### src/rtl/vlrs_pkg.sv
// ----------------------------------------------------------------------------
// vlrs_pkg: shared types and defaults for the variable-length record stack
// Holds the action codes, default sizes and the command and status bundles
// that connect the controller to the datapath.
// ----------------------------------------------------------------------------
package vlrs_pkg;

    localparam int STACK_BYTES_DEF    = 1024;
    localparam int LEN_WORD_BYTES_DEF = 2;
    localparam int MAX_RES            = 64;   // most bytes returned by one pop or peek
    localparam int WANT_W             = 7;    // width of the requested byte count

    typedef enum logic [1:0] {
        ACT_PUSH  = 2'd0,
        ACT_POP   = 2'd1,
        ACT_PEEK  = 2'd2,
        ACT_CLEAR = 2'd3
    } t_action;

    // Controller to datapath
    typedef struct packed {
        logic in_ready;    // open the input channel
        logic push_byte;   // store the pending push byte, update count and overflow
        logic push_emit;   // load the push acknowledge into the output register
        logic commit;      // run the commit check and arm the length word
        logic len_write;   // write one length word byte
        logic clear_top;   // empty the stack
        logic drop_push;   // abandon any pending push
        logic set_ok;      // load the response status
        logic ok_val;
        logic len_start;   // point at the top length word
        logic mem_read;    // read the byte at the working pointer
        logic len_shift;   // shift the read byte into the length word
        logic clamp;       // clamp the stored length to what is held
        logic base;        // compute record base and byte count
        logic byte_emit;   // load a record byte into the output register
        logic resp_emit;   // load a single response into the output register
    } t_dp_cmd;

    // Datapath to controller
    typedef struct packed {
        logic    in_take;       // input transfer this cycle
        t_action act;
        logic    is_last;
        logic    top_zero;      // no committed records
        logic    commit_ok;
        logic    len_done;      // last byte of the length word
        logic    none_to_send;  // pop or peek returns no bytes
        logic    byte_last;     // final record byte of this item
        logic    out_free;      // output register can take a result
    } t_dp_sts;

endpackage

### src/rtl/vlrs_ctrl.sv
// ----------------------------------------------------------------------------
// vlrs_ctrl: sequencer of the record stack
// Steps each accepted item through push, commit, length word access, byte
// walk or a single response, and hands commands to the datapath.
// ----------------------------------------------------------------------------
module vlrs_ctrl
    import vlrs_pkg::*;
(
    input  logic    i_clk,
    input  logic    i_rst_n,
    input  t_dp_sts i_sts,
    output t_dp_cmd o_cmd
);

    typedef enum logic [10:0] {
        S_IDLE   = 11'b000_0000_0001,
        S_EXEC   = 11'b000_0000_0010,
        S_COMMIT = 11'b000_0000_0100,
        S_LENW   = 11'b000_0000_1000,
        S_LRD    = 11'b000_0001_0000,
        S_LCAP   = 11'b000_0010_0000,
        S_CLAMP  = 11'b000_0100_0000,
        S_BASE   = 11'b000_1000_0000,
        S_BRD    = 11'b001_0000_0000,
        S_BOUT   = 11'b010_0000_0000,
        S_RESP   = 11'b100_0000_0000
    } t_state;

    t_state r_state;
    t_state n_state;

    always_ff @(posedge i_clk) begin
        if (!i_rst_n) begin
            r_state <= S_IDLE;
        end else begin
            r_state <= n_state;
        end
    end

    always_comb begin
        o_cmd   = '0;
        n_state = r_state;
        unique case (r_state)
            S_IDLE: begin
                o_cmd.in_ready = 1'b1;
                if (i_sts.in_take) n_state = S_EXEC;
            end
            S_EXEC: begin
                unique case (i_sts.act)
                    ACT_PUSH: begin
                        if (i_sts.is_last) begin
                            o_cmd.push_byte = 1'b1;
                            n_state         = S_COMMIT;
                        end else if (i_sts.out_free) begin
                            o_cmd.push_byte = 1'b1;
                            o_cmd.push_emit = 1'b1;
                            n_state         = S_IDLE;
                        end
                    end
                    ACT_CLEAR: begin
                        o_cmd.drop_push = 1'b1;
                        o_cmd.clear_top = 1'b1;
                        o_cmd.set_ok    = 1'b1;
                        o_cmd.ok_val    = 1'b1;
                        n_state         = S_RESP;
                    end
                    ACT_POP, ACT_PEEK: begin
                        o_cmd.drop_push = 1'b1;
                        if (i_sts.top_zero) begin
                            o_cmd.set_ok = 1'b1;
                            o_cmd.ok_val = 1'b0;
                            n_state      = S_RESP;
                        end else begin
                            o_cmd.len_start = 1'b1;
                            n_state         = S_LRD;
                        end
                    end
                endcase
            end
            S_COMMIT: begin
                o_cmd.commit = 1'b1;
                n_state      = i_sts.commit_ok ? S_LENW : S_RESP;
            end
            S_LENW: begin
                o_cmd.len_write = 1'b1;
                if (i_sts.len_done) n_state = S_RESP;
            end
            S_LRD: begin
                o_cmd.mem_read = 1'b1;
                n_state        = S_LCAP;
            end
            S_LCAP: begin
                o_cmd.len_shift = 1'b1;
                n_state         = i_sts.len_done ? S_CLAMP : S_LRD;
            end
            S_CLAMP: begin
                o_cmd.clamp = 1'b1;
                n_state     = S_BASE;
            end
            S_BASE: begin
                o_cmd.base = 1'b1;
                if (i_sts.none_to_send) begin
                    o_cmd.set_ok = 1'b1;
                    o_cmd.ok_val = 1'b1;
                    n_state      = S_RESP;
                end else begin
                    n_state = S_BRD;
                end
            end
            S_BRD: begin
                o_cmd.mem_read = 1'b1;
                n_state        = S_BOUT;
            end
            S_BOUT: begin
                if (i_sts.out_free) begin
                    o_cmd.byte_emit = 1'b1;
                    n_state         = i_sts.byte_last ? S_IDLE : S_BRD;
                end
            end
            S_RESP: begin
                if (i_sts.out_free) begin
                    o_cmd.resp_emit = 1'b1;
                    n_state         = S_IDLE;
                end
            end
            default: begin
                n_state = S_IDLE;
            end
        endcase
    end

endmodule

### config.mk
export PLATFORM = sky130hd
export DESIGN_NAME = vlrs_ctrl
export DESIGN_NICKNAME = d
export VERILOG_FILES = /design/src/rtl/vlrs_pkg.sv /design/src/rtl/vlrs_ctrl.sv
export SDC_FILE = /design/constraint.sdc
export NUM_CORES = 1
export LEC_CHECK = 0
export ABC_CLOCK_PERIOD_IN_PS = 5200
export BUFFER_PORTS_ARGS = -buffer_cell sky130_fd_sc_hd__buf_2
export CAP_MARGIN = 40
export CORE_UTILIZATION = 45
export CTS_BUF_LIST = sky130_fd_sc_hd__clkbuf_4 sky130_fd_sc_hd__clkbuf_8
export CTS_CLUSTER_DIAMETER = 60
export CTS_CLUSTER_SIZE = 30
export DETAILED_ROUTE_END_ITERATION = 12
export PLACE_DENSITY = 0.7
export SETUP_SLACK_MARGIN = 0.2
export SLEW_MARGIN = 20
export SYNTH_ARGS = -nofsm -noshare
export SYNTH_HDL_FRONTEND = slang
export SYNTH_SLANG_ARGS = --single-unit
### constraint.sdc
create_clock -name i_clk -period 5.2 [get_ports i_clk]
set_input_delay 1.04 -clock i_clk [delete_from_list [all_inputs] [get_ports i_clk]]
set_output_delay 1.04 -clock i_clk [all_outputs]
set_load 0.005 [all_outputs]
==> results.md <==
- Syn Nets: 134
- Worst EP arrival: 2.11 ns
- Share of cells above drive strength 1: a little over a quarter
- Multi-input gate area: around 650 um^2
- Crit path required time: 4.16 ns
- Total gr overflow: 0
- Standard-cell rows: 16
- Clock share of power: between 20% and 30%
- Fmax: 317.0 MHz
- Num Clock Sinks: 11
- Synth Area in Simple Gates: 45.82%
- Clock Skews: 0.0006807 ns
- Max Cap Violations: 0
- CP peak stage delay: 0.61 ns
- Final WL: approximately 2300 um
- Sequential Area: 220.2 um^2
- Hold Buf Count CTS: 0
- Placer Congestion: 0.8364
- Reg with most FFs: r_state
- Post-Synthesis Cell Area: 928.4 um^2
- Hpwl dp: 1760 um
- GRT Util Overall: 21.14%
- Die outline width: approximately 47 um
- Crit Path Class: reg2out
- Maximum VDD drop: 0.1602 mV
- CP max-delay cell: nor4_2
- Die height: 47.42 um
- Clock Tree Buf Depth: 2
- Final hold viol count: 0
- Fillers: around 190
- Final Max Slew Viols: 0
- Mapped Avg Cell Area: just under 8 um^2
- Sw Share: between 30% and 40%
- Reg clk slew, reported paths: 0.08 ns
- Largest family of logic cells by synthesized area: simple AND/OR/NAND/NOR gates
- WL/cell: 13.44 um
- Synth warn: 0
- Hold WC Path Type: reg2reg
- First drt pass iteration count: 4
- Vias: 954
- Final min period: 3.155 ns
- Crit path launch type: register
- Setup TNS: 0 ns
- Largest regs: r_state (11)
- Ports: 28
- Sequential fraction of the synthesis area: 23.72%
- Largest net degree at the start of global routing: 15
- Total Power: 0.2527 mW
- XOR/XNOR Fraction of Synth Area: 3.774%
- Crit path capture type: output port
- Status: finished, final reports clean
- Max-slew headroom: 59.10%
- Vias in the first global route: 743
- Seq pwr share: 40.0%
- Die footprint: between 2000 and 2500 um^2
- Initial DRC Count: 20
- Area Overhead vs Synth: 17.25%
- Post-synthesis mux area share: 0%
- Total Nets Final: between 150 and 200
- Synth Area in Compound Gates: 17.39%
- Leakage Power: 0.4978 nW
- Routed Antenna Nets: 0
- Post-CTS Resized: 0
- Crit-path cells: nor4_2 -> nand3b_1 -> nor2_1 -> nand2_1 -> nor3_1 -> buf_2
- Initial core utilization: 47.81%
- PortBufs: 27
- Worst hold slack: slightly above 0.6 ns
- CORE AREA: around 2000 um^2
- Slew @ Worst Pin: 0.6050 ns
- CTS H-tree depth: 1
- # Post-CTS Setup Buffers: 0
- Switching Power: slightly below 0.09 mW
- Internal Power: 0.1637 mW
- Global-route wire length before repair: 3229 um
- CTS tree: built
- Largest register FFs: 11
- P per Cell Area: 232.2 nW/um^2
- Final setup vio count: 0
- Clock buffer count from CTS: 3
- Post-synth cell types: between 40 and 50
- Flops & latches, synth: 11
- Comb power frac: 32.9%
- Final Cycle Share: 60.66%
- Drt drc: 0
- Antenna cells: 0
- Antenna violations before repair: 0
- Root buffer cell: clkbuf_4
- CP max FO: 11
- Mapped Cells: 120
- RSZ-0062 raised after global routing: false
- Post-Synth Adder-Cell Area: 2.695%
- Clock insertion delay at the later pin of the skew report: 0.28 ns
- Drt via density: 5.579
per-stage QoR:
stage	setup slack (ns)	instances	instance area (um^2)	util [%]
after floorplan	2.493	120	928.4	-
after global placement	2.263	167	1059	54.51
after detailed placement	2.248	167	1059	54.51
after CTS	2.027	171	1089	56.06
after global routing	1.846	171	1089	56.06
final	2.045	171	1089	56.06
path summary, 6_finish.rpt:
| kind | from | to | slack (ns) | cells after the start |
|---|---|---|---|---|
| worst max-delay path | r_state[4] | o_cmd[13] | 2.05 | 6 |
| worst min-delay path | r_state[4] | r_state[5] | 0.61 | 2 |
| worst max register to register | r_state[4] | r_state[0] | 3.08 | 4 |
| worst min register to register | r_state[4] | r_state[5] | 0.61 | 2 |
power by group through the flow:
stage / clock network, mW / registers [mW] / logic, mW
4_1_cts: 0.0683 / 0.101 / 0.0824
3_3_place_gp: 0 / 0.102 / 0.0812
5_1_grt: 0.0743 / 0.102 / 0.0930
2_1_floorplan: 0 / 0.0985 / 0.0609
3_5_place_dp: 0 / 0.102 / 0.0819
6_report: 0.0684 / 0.101 / 0.0831
layout make-up:
cell class / count / share of cell area, %
inverter: 6 / 2.069
timing repair buffer: 27 / 12.41
multi-input combinational: 96 / 59.43
tap: 27 / 3.103
sequential: 11 / 20.23
clock buffer: 4 / 2.759
placed cells by master (no fill, tap or decap), drive strengths merged:
| master | instances |
|---|---|
| clkbuf | 4 |
| o22ai | 1 |
| nor2 | 15 |
| o31a | 1 |
| o211ai | 3 |
| o21a | 1 |
| and3 | 1 |
| o32a | 2 |
| o32ai | 2 |
| a221oi | 1 |
| o21bai | 1 |
| nand2b | 6 |
| a21oi | 3 |
| o21ai | 5 |
| or4 | 3 |
| nand4 | 2 |
| nor3 | 5 |
| nor4bb | 1 |
| or3b | 1 |
| xor2 | 4 |
| and2 | 1 |
| buf | 27 |
| nand3 | 1 |
| nor2b | 5 |
| nor3b | 3 |
| nand4b | 2 |
| dfxtp | 11 |
| nand2 | 9 |
| inv | 6 |
| a21bo | 1 |
| nor4 | 5 |
| or3 | 2 |
| nor4b | 3 |
| o31ai | 1 |
| ha | 2 |
| nand3b | 3 |
cell families after synthesis:
kind of cell | Yosys count
fa+ha+maj | 2
buf+inv | 13
compound gates | 22
xor+xnor | 4
simple gates | 68
flops | 11
per-layer routing:
layer  track usage (%)  wire (um)
met5                 0          0
met4             10.29         31
met3             7.170        157
met2             33.15       1101
met1             25.86       1009
synth_stat cells, drive strengths merged:
| cell type | n | share of area (%) |
|---|---|---|
| nor3 | 5 | 2.7 |
| nor4 | 5 | 5.7 |
| a21bo | 1 | 1.1 |
| a221oi | 1 | 0.94 |
| ha | 2 | 2.7 |
| o21bai | 1 | 0.81 |
| o211ai | 3 | 3.0 |
| nor4bb | 1 | 1.1 |
| nand3b | 3 | 2.4 |
| inv | 6 | 2.4 |
| nand2b | 6 | 4.0 |
| nand4b | 2 | 1.9 |
| nand3 | 1 | 0.54 |
| a21oi | 3 | 1.6 |
| nand4 | 2 | 1.3 |
| or4 | 3 | 3.6 |
| o32a | 2 | 2.2 |
| o31a | 1 | 0.94 |
| or3b | 1 | 0.94 |
| or3 | 2 | 1.3 |
| o22ai | 1 | 0.67 |
| nand2 | 9 | 3.6 |
| o21ai | 5 | 2.7 |
| dfxtp | 11 | 24 |
| o31ai | 1 | 0.81 |
| o32ai | 2 | 1.9 |
| nor3b | 3 | 3.0 |
| clkbuf | 2 | 0.81 |
| buf | 5 | 3.4 |
| nor2b | 5 | 3.4 |
| and3 | 1 | 0.67 |
| nor4b | 3 | 2.8 |
| nor2 | 15 | 6.1 |
| o21a | 1 | 0.81 |
| and2 | 1 | 0.67 |
| xor2 | 4 | 3.8 |
worst max-delay path, delay by kind of cell (launching register included):
family	cells	cell delay [ns]
DFF	1	0.43
buffers and inverters	1	0.13
and+or+nand+nor	5	1.28
(Power assumes the default switching activity.)
